<file path="config.mk">
export PLATFORM = sky130hd
export DESIGN_NAME = kfil_div
export DESIGN_NICKNAME = d
export VERILOG_FILES = /design/src/rtl/kfil_pkg.sv /design/src/rtl/kfil_div.sv
export SDC_FILE = /design/constraint.sdc
export NUM_CORES = 1
export LEC_CHECK = 0
export BUFFER_PORTS_ARGS = -buffer_cell sky130_fd_sc_hd__buf_2
export CAP_MARGIN = 20
export CORE_UTILIZATION = 55
export DETAILED_ROUTE_END_ITERATION = 8
export PLACE_DENSITY = 0.8
export SLEW_MARGIN = 30
export SYNTH_ARGS = -nofsm -noshare
export SYNTH_HDL_FRONTEND = slang
export SYNTH_SLANG_ARGS = --single-unit
</file>
<file path="constraint.sdc">
create_clock -name i_clk -period 2.66 [get_ports i_clk]
set_input_delay 0.266 -clock i_clk [delete_from_list [all_inputs] [get_ports i_clk]]
set_output_delay 0.266 -clock i_clk [all_outputs]
set_load 0.01 [all_outputs]
</file>
<file path="src/rtl/kfil_pkg.sv">
// shared types and constants for the keyframe interval interpolator
`default_nettype none
package kfil_pkg;
    localparam int VAL_W   = 32;
    localparam int FRAME_W = 16;
    localparam int MODE_W  = 2;
    localparam int STAT_W  = 2;

    localparam logic [MODE_W-1:0] MODE_TRANS = 2'd0;
    localparam logic [MODE_W-1:0] MODE_SCALE = 2'd1;
    localparam logic [MODE_W-1:0] MODE_EVAL  = 2'd2;
    localparam logic [MODE_W-1:0] MODE_NONE  = 2'd3;

    localparam logic [STAT_W-1:0] ST_STORED  = 2'd0;
    localparam logic [STAT_W-1:0] ST_FULL    = 2'd1;
    localparam logic [STAT_W-1:0] ST_RESULT  = 2'd2;

    localparam logic [2:0] REG_POS_X   = 3'd0;
    localparam logic [2:0] REG_POS_Y   = 3'd1;
    localparam logic [2:0] REG_POS_Z   = 3'd2;
    localparam logic [2:0] REG_SCALE_X = 3'd3;
    localparam logic [2:0] REG_SCALE_Y = 3'd4;
    localparam logic [2:0] REG_SCALE_Z = 3'd5;

    typedef enum logic [3:0] {
        S_IDLE,
        S_LOAD,
        S_RD,
        S_WAIT,
        S_SCAN,
        S_DIV,
        S_CRD,
        S_CWAIT,
        S_MUL,
        S_ACC,
        S_NEXTTRK,
        S_OUT
    } t_state;
endpackage
`default_nettype wire

</file>
<file path="src/rtl/kfil_div.sv">
// restoring divider, one quotient bit per cycle
`default_nettype none
module kfil_div #(
    parameter int FRAC_BITS = 16
) (
    input  wire logic                             i_clk,
    input  wire logic                             i_rst_n,
    input  wire logic                             i_start,
    input  wire logic [kfil_pkg::FRAME_W-1:0]     i_num,
    input  wire logic [kfil_pkg::FRAME_W-1:0]     i_den,
    output logic                                  o_done,
    output logic [kfil_pkg::FRAME_W+FRAC_BITS-1:0] o_quot
);
    import kfil_pkg::*;
    localparam int QW = FRAME_W + FRAC_BITS;
    localparam int CW = $clog2(QW + 1);

    logic [QW-1:0]    r_quot, n_quot;
    logic [FRAME_W:0] r_rem, n_rem;
    logic [CW-1:0]    r_cnt, n_cnt;
    logic             r_busy, n_busy;
    logic             r_done, n_done;
    logic [FRAME_W:0] w_trial;

    // load the operands on start, then shift in the next dividend bit, subtract if it fits
    always_comb begin
        n_quot = r_quot;
        n_rem  = r_rem;
        n_cnt  = r_cnt;
        n_busy = r_busy;
        n_done = 1'b0;
        w_trial = '0;
        if (i_start) begin
            n_quot = {i_num, {FRAC_BITS{1'b0}}};
            n_rem  = '0;
            n_cnt  = CW'(QW);
            n_busy = 1'b1;
        end else if (r_busy) begin
            w_trial = {r_rem[FRAME_W-1:0], r_quot[QW-1]};
            n_quot  = {r_quot[QW-2:0], 1'b0};
            if (w_trial >= {1'b0, i_den}) begin
                n_rem     = w_trial - {1'b0, i_den};
                n_quot[0] = 1'b1;
            end else begin
                n_rem = w_trial;
            end
            n_cnt = r_cnt - 1'b1;
            if (r_cnt == CW'(1)) begin
                n_busy = 1'b0;
                n_done = 1'b1;
            end
        end
    end

    always_ff @(posedge i_clk) begin
        if (!i_rst_n) begin
            r_busy <= 1'b0;
            r_done <= 1'b0;
            r_cnt  <= '0;
        end else begin
            r_busy <= n_busy;
            r_done <= n_done;
            r_cnt  <= n_cnt;
        end
        r_quot <= n_quot;
        r_rem  <= n_rem;
    end

    assign o_done = r_done;
    assign o_quot = r_quot;
endmodule
`default_nettype wire

</file>
==> impl_metrics.json, run 1 <==
{
  "synth_nets": 384,
  "routed_wl_um": 6695,
  "cts_made_buffers": 5,
  "rows": 27,
  "synth_top_area_cell": "dfxtp_1",
  "setup_violations": 0,
  "endpoint": "r_rem[2]",
  "cts_resized": 0,
  "status": "completed",
  "relSlewSlack_pct": 61.37,
  "ir_worst_vdd_v": 0.0003025,
  "hold_viol": 0,
  "antenna_found_initial": 0,
  "clock-sinks": 56,
  "critPathBufInv": 0,
  "numPortBuffers": 67,
  "cts_tree": "yes",
  "fillers": 461,
  "clk_pin_slew_ns": 0.11,
  "viasPerCell": 5.621,
  "synth_area_per_cell_um2": 9.642,
  "power_density_nw_per_um2": 514.0,
  "antenna_cells": 0,
  "r2r-end": "r_rem[2]",
  "finalCriticalPeriod_ns": 2.517,
  "cp-start-kind": "register",
  "critPathSlowestCell": "a211oi_1",
  "async_reset_ff_share_pct": 0,
  "max_stage_delay_ns": 0.48,
  "rr_worst_depth": 7,
  "num_io_pins": 68,
  "drive_above_1_share_pct": 25.26,
  "leakage_nw": 1.660,
  "post_cts_buffers": 0,
  "insertion_delay_ns": 0.31,
  "final_cell_mix": "buf_2 (67), dfxtp_1 (39), nor2_1 (35)",
  "post-dp-hpwl_um": 4929,
  "synth_edf_count": 16,
  "end_kind": "register",
  "finalPower_mw": 1.857,
  "detail_route.wl_per_cell_um": 14.43,
  "max_freq_mhz": 397.3,
  "start_util_pct": 57.43,
  "synth.distinct_cells": 59,
  "fin_tns_setup_ns": 0,
  "ys_ff_latch": 56,
  "cp-startpoint": "r_rem[13]",
  "track_usage_pct": 23.23,
  "critPathTopFamily": "compound AO/OA/AOI/OAI gates",
  "path_depth": 7,
  "rsz0062_at_grt": "no",
  "drt_pass1_iterations": 4,
  "worst-setup-path-type": "register to register",
  "synth.yosys.seq_area_share_pct": 40.27,
  "grt_max_degree": 49,
  "critPathArrivalTime_ns": 2.73,
  "clock_skew_ns": 0.01474,
  "grt_pass1_vias": 2604,
  "synth_area_um2": 3182,
  "synth.area.top_cells": "dfxtp_1 (25%), edfxtp_1 (15%), ha_1 (7.1%), mux2i_1 (4.7%), nor2_1 (4.1%)",
  "drv_cap": 0,
  "final_common_cell": "buf_2",
  "clockRootBuffer": "clkbuf_8",
  "die_h_um": 78.06,
  "worstPathRequired_ns": 2.87,
  "syn_to_final_growth_pct": 13.53,
  "die_w_um": 78.06,
  "finalCritPeriodShare_pct": 94.63,
  "drtIter0Drc": 129,
  "nets": 445,
  "r2r_slack_ns": 0.14,
  "ant_nets": 0,
  "tightest_slew_ns": 0.5789,
  "critPathMaxFanout": 16,
  "synth_flop_cell": "dfxtp_1",
  "yosysWarnings": 0,
  "ctsHtreeMaxLevel": 2,
  "grt_overflow": 0,
  "grt_pass1_wl_um": 11400,
  "synth_top_area_share_pct": 25.17,
  "r2r_start": "r_rem[13]",
  "dieArea_um2": 6093,
  "dr_total_vias": 2608,
  "postSynthCellCount": 330,
  "gp_congestion": 0.8376,
  "maxSlewViolCount": 0,
  "drc": 0,
  "hold_path_class": "input pin to register",
  "core-area_um2": 5540,
  "clk_path_buf_depth": 2,
  "cp_cell_sequence": "ha_1 > a21o_1 > a211oi_1 > o31ai_4 > a21oi_4 > nand2_1 > a311oi_1",
  "hold_buffers": 0
}
[power by group]
group	switching [mW]	total, mW	leakage (nW)	internal (mW)
combinational	0.226	0.397	1.12	0.171
clock	0.299	0.494	0.0506	0.195
sequential	0.0377	0.966	0.494	0.928
[worst min-delay path by stage]
stage,startpoint,to,slack (ns),cells past startpoint
floorplan,i_rst_n,r_cnt[5],0.38,1
CTS,i_rst_n,r_cnt[5],0.19,2
global placement,r_cnt[0],r_cnt[0],0.46,2
detailed placement,r_cnt[0],r_cnt[0],0.47,2
global route,i_rst_n,r_cnt[5],0.20,2
finish,i_rst_n,r_cnt[5],0.20,2
[state kept, by name (all words and copies together), names as in the netlist]
name,flops
r_cnt,6
o_done,1
r_rem,16
r_busy,1
o_quot,32
[worst reg2reg max path: stages, from the launching register on]
cell	delay (ns)
dfxtp_1	0.35
ha_1	0.34
a21o_1	0.23
a211oi_1	0.48
o31ai_4	0.18
a21oi_4	0.42
nand2_1	0.11
a311oi_1	0.31
[synthesized netlist by cell type, types with 7 or more instances]
master / number
a21oi_1: 11
a22o_1: 14
clkbuf_1: 8
dfxtp_1: 40
edfxtp_1: 16
ha_1: 18
inv_1: 23
mux2i_1: 15
nand2_1: 34
nand3_1: 10
nor2_1: 35
o21ai_0: 8
xnor2_1: 7
xor2_1: 11
[logic make-up after synthesis]
logic type               count (synthesis)  share of synthesized area [%]
AND/OR/NAND/NOR                        105                          15.61
AO/OA/AOI/OAI                           78                          20.45
flip-flops                              56                          40.27
buffers and inverters                   39                          6.292
adder cells (fa/ha/maj)                 19                          7.708
XOR/XNOR                                18                          4.955
multiplexers                            15                          4.719
[area by class of cell]
| class | instances | area, µm² | area share (%) |
|---|---|---|---|
| Clock buffer | 5 | 68.82 | 1.905 |
| Sequential cell | 56 | 1282 | 35.50 |
| Tap cell | 72 | 90.09 | 2.494 |
| Inverter | 23 | 86.33 | 2.390 |
| Timing Repair Buffer | 70 | 357.8 | 9.906 |
| Clock inverter | 3 | 26.28 | 0.7274 |
| Multi-Input combinational cell | 235 | 1700 | 47.07 |
[through the flow]
step / setup slack, ns / utilization, % / instance area, µm² / cells / hold WS (ns)
final: 0.1429 / 65.20 / 3612 / 464 / 0.1961
after global routing: 0.07005 / 65.20 / 3612 / 464 / 0.1956
after CTS: 0.2101 / 65.20 / 3612 / 464 / 0.1928
after detailed placement: 0.1810 / 63.48 / 3517 / 456 / 0.4654
after global placement: 0.2593 / 63.48 / 3517 / 456 / 0.4642
after floorplan: 0.5737 / - / 3182 / 330 / 0.3835
[per-layer routing]
layer	track usage [%]	share of wire (%)	vias to the layer above	routed length (µm)
li1	-	-	1305	-
met1	29.67	46	1220	3090
met2	40.79	48	79	3213
met3	3.256	5.2	4	347
met4	6.667	0.63	0	42
met5	0	0	-	0
No activity file was read; power rests on OpenSTA's default activity.
==> inputs of run 2 (changes only) <==
==> constraint.sdc (replaced) <==
create_clock -name i_clk -period 2.66 [get_ports i_clk]
set_input_delay 0.532 -clock i_clk [delete_from_list [all_inputs] [get_ports i_clk]]
set_output_delay 0.532 -clock i_clk [all_outputs]
set_load 0.01 [all_outputs]
==> impl_metrics.json, run 2 (same netlist as run 1, synthesis figures left out) <==
{
  "cp-start-kind": "register",
  "stdcell_area_um2": 3628,
  "post_cts_buffers": 0,
  "routed_wl_um": 6762,
  "worst-setup-path-type": "register to register",
  "worstHoldStart": "i_rst_n",
  "r2r_slack_ns": 0.37,
  "intPower_mw": 1.285,
  "seqCellArea_um2": 1282,
  "worstPathRequired_ns": 2.88,
  "clockRootBuffer": "clkbuf_8",
  "ant_nets": 0,
  "clk_pin_slew_ns": 0.09,
  "multi_input_area_um2": 1700,
  "fin_tns_setup_ns": 0,
  "largest_reg_flops": 32,
  "power_density_nw_per_um2": 498.6,
  "insertion_delay_ns": 0.30,
  "dieArea_um2": 6093,
  "seq_power_share_pct": 53.5,
  "pwr-share-clk_pct": 24.3,
  "grt_pass1_vias": 2397,
  "tightest_slew_ns": 0.5733,
  "grt_overflow": 0,
  "ctsHtreeMaxLevel": 2,
  "cts_made_buffers": 5,
  "drv_cap": 0,
  "grt_max_degree": 49,
  "core-area_um2": 5540,
  "viasPerCell": 5.612,
  "dr_total_vias": 2615,
  "hold_viol": 0,
  "clock-sinks": 56,
  "numPortBuffers": 67,
  "track_usage_pct": 23.31,
  "hold_buffers": 0,
  "hold_path_class": "input pin to register",
  "drc": 0,
  "max_stage_delay_ns": 0.45,
  "antenna_found_initial": 0,
  "r2r-end": "r_rem[10]",
  "drive_above_1_share_pct": 25.13,
  "final_cell_mix": "buf_2 (67), dfxtp_1 (39), nor2_1 (35)",
  "grt_pass1_wl_um": 11320,
  "die_h_um": 78.06,
  "num_io_pins": 68,
  "final_cells": 466,
  "final_common_cell": "buf_2",
  "nets": 447,
  "leakage_nw": 1.664,
  "switching_share_pct": 28.98,
  "status": "completed",
  "detail_route.wl_per_cell_um": 14.51,
  "cp_cell_sequence": "inv_1 > ha_1 > fa_1 > nor2b_1 > o31ai_1 > nand2_1 > a21boi_0 > xnor2_1 > nand2_2 > a311oi_2",
  "gp_congestion": 0.8199,
  "end_kind": "register",
  "cts_resized": 0,
  "drt_pass1_iterations": 4,
  "critPathMaxFanout": 3,
  "relSlewSlack_pct": 61.74,
  "switchingPower_mw": 0.5243,
  "post-dp-hpwl_um": 4946,
  "critPathSlowestCell": "edfxtp_1",
  "syn_to_final_growth_pct": 14.04,
  "cts_tree": "yes",
  "maxSlewViolCount": 0,
  "rows": 27,
  "finalCritPeriodShare_pct": 86.12,
  "dpl.cell_count": 458,
  "clock_skew_ns": 0.004031,
  "max_freq_mhz": 436.5,
  "clk_path_buf_depth": 2,
  "ir_worst_vdd_v": 0.0003564,
  "start_util_pct": 57.43,
  "setup_violations": 0,
  "drtIter0Drc": 98,
  "holdPathEnd": "r_cnt[5]",
  "r2r_start": "o_quot[31]",
  "fillers": 481,
  "die_w_um": 78.06,
  "whs_path_depth": 2,
  "rr_worst_depth": 10,
  "antenna_cells": 0,
  "combPwrFrac_pct": 22.3,
  "rsz0062_at_grt": "no",
  "critPathArrivalTime_ns": 2.51,
  "finalCriticalPeriod_ns": 2.291,
  "dpl_cell_area_um2": 3545
}
## run 2: stage by stage
step           hold slack (ns)  util (%)  setup WS, ns  total power, mW
6_report                0.4687     65.49        0.3691            1.809
5_1_grt                 0.4686     65.49        0.1339            1.907
4_1_cts                 0.4634     65.49        0.3906            1.822
3_5_place_dp            0.4689     63.98       0.09462            1.383
3_3_place_gp            0.4646     63.98        0.1366            1.376
2_1_floorplan           0.4536         -        0.3088            1.276
## run 2: how the worst max path moves through the flow
stage,from,endpoint,slack (ns),cells after the start
final,o_quot[31],r_rem[10],0.37,10
after global routing,o_quot[31],r_rem[10],0.13,10
after CTS,o_quot[31],r_rem[10],0.39,10
after detailed placement,i_den[14],r_rem[6],0.09,10
after global placement,i_den[14],r_rem[0],0.14,8
after floorplan,i_den[10],r_rem[0],0.31,8
## run 2: per-layer routing
layer	track usage [%]	wire, µm
met5	0	0
met4	7.037	127
met3	4.070	279
met2	37.98	3101
met1	31.62	3253
## run 2: critical path, delay by kind of cell (launching register included)
family / cells / cell delay, ns
DFF: 1 / 0.45
adders and majority gates: 2 / 0.39
buffers and inverters: 1 / 0.09
and+or+nand+nor: 3 / 0.30
AOI/OAI and AO/OA: 3 / 0.79
xor gates and xnor gates: 1 / 0.17
## run 2: power groups by stage
stage | logic [mW] | registers, mW | clock network (mW)
after floorplan | 0.291 | 0.984 | 0
after global placement | 0.392 | 0.984 | 0
after detailed placement | 0.397 | 0.986 | 0
after CTS | 0.400 | 0.966 | 0.456
after global routing | 0.448 | 0.972 | 0.487
final | 0.403 | 0.967 | 0.440
## run 2: area by class of cell
type / count / share of cell area [%]
Tap cell: 72 / 2.483
Clock buffer: 6 / 2.000
Clock inverter: 2 / 0.3103
Multi-Input combinational cell: 235 / 46.86
Timing Repair Buffer: 72 / 10.62
Sequential cell: 56 / 35.34
Inverter: 23 / 2.379
==> inputs of run 3 (changes only) <==
--- a/config.mk
+++ b/config.mk
@@ -7,6 +7,7 @@
 export LEC_CHECK = 0
 export BUFFER_PORTS_ARGS = -buffer_cell sky130_fd_sc_hd__buf_2
 export CAP_MARGIN = 20
+export CORE_MARGIN = 2
 export CORE_UTILIZATION = 55
 export DETAILED_ROUTE_END_ITERATION = 8
 export PLACE_DENSITY = 0.8
==> constraint.sdc (replaced) <==
create_clock -name i_clk -period 2.66 [get_ports i_clk]
set_input_delay 0.532 -clock i_clk [delete_from_list [all_inputs] [get_ports i_clk]]
set_output_delay 0.532 -clock i_clk [all_outputs]
set_load 0.1 [all_outputs]
==> impl_metrics.json, run 3 (same netlist as run 1, synthesis figures left out) <==
{
  "ctsHtreeMaxLevel": 2,
  "hold_buffers": 0,
  "hold_viol": 0,
  "pwr-share-clk_pct": 25.8,
  "die_w_um": 80.06,
  "multi_input_area_um2": 1700,
  "seqCellArea_um2": 1282,
  "nets": 448,
  "viasPerCell": 5.544,
  "insertion_delay_ns": 0.30,
  "final_cell_mix": "buf_2 (67), dfxtp_1 (39), nor2_1 (35)",
  "detail_route.wl_per_cell_um": 14.73,
  "use_met2_pct": 36.50,
  "finalCriticalPeriod_ns": 2.293,
  "grt_use_met3_pct": 3.483,
  "worstPathRequired_ns": 2.86,
  "grt_overflow": 0,
  "status": "completed",
  "timing.hold.ws_ns": 0.4592,
  "ant_nets": 0,
  "clk_pin_slew_ns": 0.09,
  "rsz0062_at_grt": "no",
  "post-dp-hpwl_um": 5080,
  "fin_tns_setup_ns": 0,
  "cts_tree": "yes",
  "die_h_um": 80.06,
  "finalCritPeriodShare_pct": 86.19,
  "critPathMaxFanout": 16,
  "grt_pass1_wl_um": 11160,
  "setup_ws_ns": 0.3673,
  "intPower_mw": 1.385,
  "hold_path_class": "input pin to register",
  "max_freq_mhz": 436.2,
  "switching_share_pct": 33.22,
  "grt_max_degree": 49,
  "routed_wl_um": 6880,
  "switchingPower_mw": 0.6889,
  "clock_skew_ns": 0.005300,
  "leakage_nw": 1.683,
  "seq_power_share_pct": 46.6,
  "final_common_cell": "buf_2",
  "ir_worst_vdd_v": 0.0003221,
  "clockRootBuffer": "clkbuf_8",
  "numPortBuffers": 67,
  "dieArea_um2": 6410,
  "start_util_pct": 57.43,
  "clock-sinks": 56,
  "relSlewSlack_pct": 63.06,
  "drive_above_1_share_pct": 25.32,
  "use_met1_pct": 29.69,
  "maxSlewViolCount": 0,
  "worst-setup-path-type": "register to register",
  "dr_total_vias": 2589,
  "rows": 27,
  "drt_pass1_iterations": 4,
  "post_cts_buffers": 0,
  "clk_path_buf_depth": 2,
  "track_usage_pct": 21.96,
  "syn_to_final_growth_pct": 14.98,
  "cts_made_buffers": 5,
  "power_density_nw_per_um2": 566.9,
  "setup_violations": 0,
  "critPathArrivalTime_ns": 2.50,
  "finalPower_mw": 2.074,
  "fillers": 474,
  "drtIter0Drc": 139,
  "pre_cts_slack_ns": 0.05978,
  "tightest_slew_ns": 0.5535,
  "largest_reg_flops": 32,
  "num_io_pins": 68,
  "antenna_cells": 0,
  "drv_cap": 0,
  "cp-start-kind": "register",
  "cts_resized": 0,
  "antenna_found_initial": 0,
  "end_kind": "register",
  "combPwrFrac_pct": 27.6,
  "drc": 0,
  "gp_congestion": 0.8439,
  "grt.busiest_layer": "met2",
  "grt_pass1_vias": 2378,
  "core-area_um2": 5540
}
-- run 3: cell count changes in the layout (fill, tap and decap cells not counted), sizes merged --
cell,change
bufinv,+1
clkinv,-1
clkbuf,+1
clkinvlp,-1
buf,+1
-- run 3: cell type report --
type / count / area share (%)
Clock buffer: 7 / 2.086
Clock inverter: 1 / 0.8208
Inverter: 23 / 2.360
Multi-Input combinational cell: 235 / 46.48
Sequential cell: 56 / 35.05
Tap cell: 72 / 2.462
Timing Repair Buffer: 73 / 10.74
-- run 3: worst paths after layout --
| path | start | endpoint | slack (ns) | depth (start not counted) |
|---|---|---|---|---|
| max | r_rem[9] | r_rem[6] | 0.37 | 8 |
| min | i_rst_n | r_cnt[5] | 0.46 | 2 |
| min reg2reg | r_cnt[0] | r_cnt[0] | 0.49 | 2 |
| max reg2reg | r_rem[9] | r_rem[6] | 0.37 | 8 |
-- run 3: critical path, stage by stage, from the launching register on --
cell,delay (ns)
dfxtp_1,0.36
ha_1,0.40
and2_4,0.23
a221oi_2,0.29
o221ai_2,0.20
a21oi_4,0.21
buf_12,0.16
nand2_1,0.06
a311oi_1,0.28
-- run 3: metrics by stage --
| stage | std cells | area, µm² | utilization (%) |
|---|---|---|---|
| 6_report | 467 | 3659 | 66.03 |
| 5_1_grt | 467 | 3659 | 66.03 |
| 3_5_place_dp | 459 | 3552 | 64.11 |
| 3_3_place_gp | 459 | 3552 | 64.11 |
| 2_1_floorplan | 330 | 3182 | - |
| 4_1_cts | 467 | 3659 | 66.03 |
-- run 3: power by group through the flow --
stage               combinational, mW  clock (mW)  sequential [mW]
finish                          0.573       0.535            0.966
global route                    0.616       0.580            0.972
floorplan                       0.292           0             1.15
global placement                0.563           0            0.982
detailed placement              0.568           0            0.984
CTS                             0.572       0.545            0.965
-- run 3: per-layer routing --
layer / routed length, µm / up-vias
li1: - / 1303
met1: 3215 / 1191
met2: 3201 / 82
met3: 356 / 13
met4: 107 / 0
met5: 0 / -
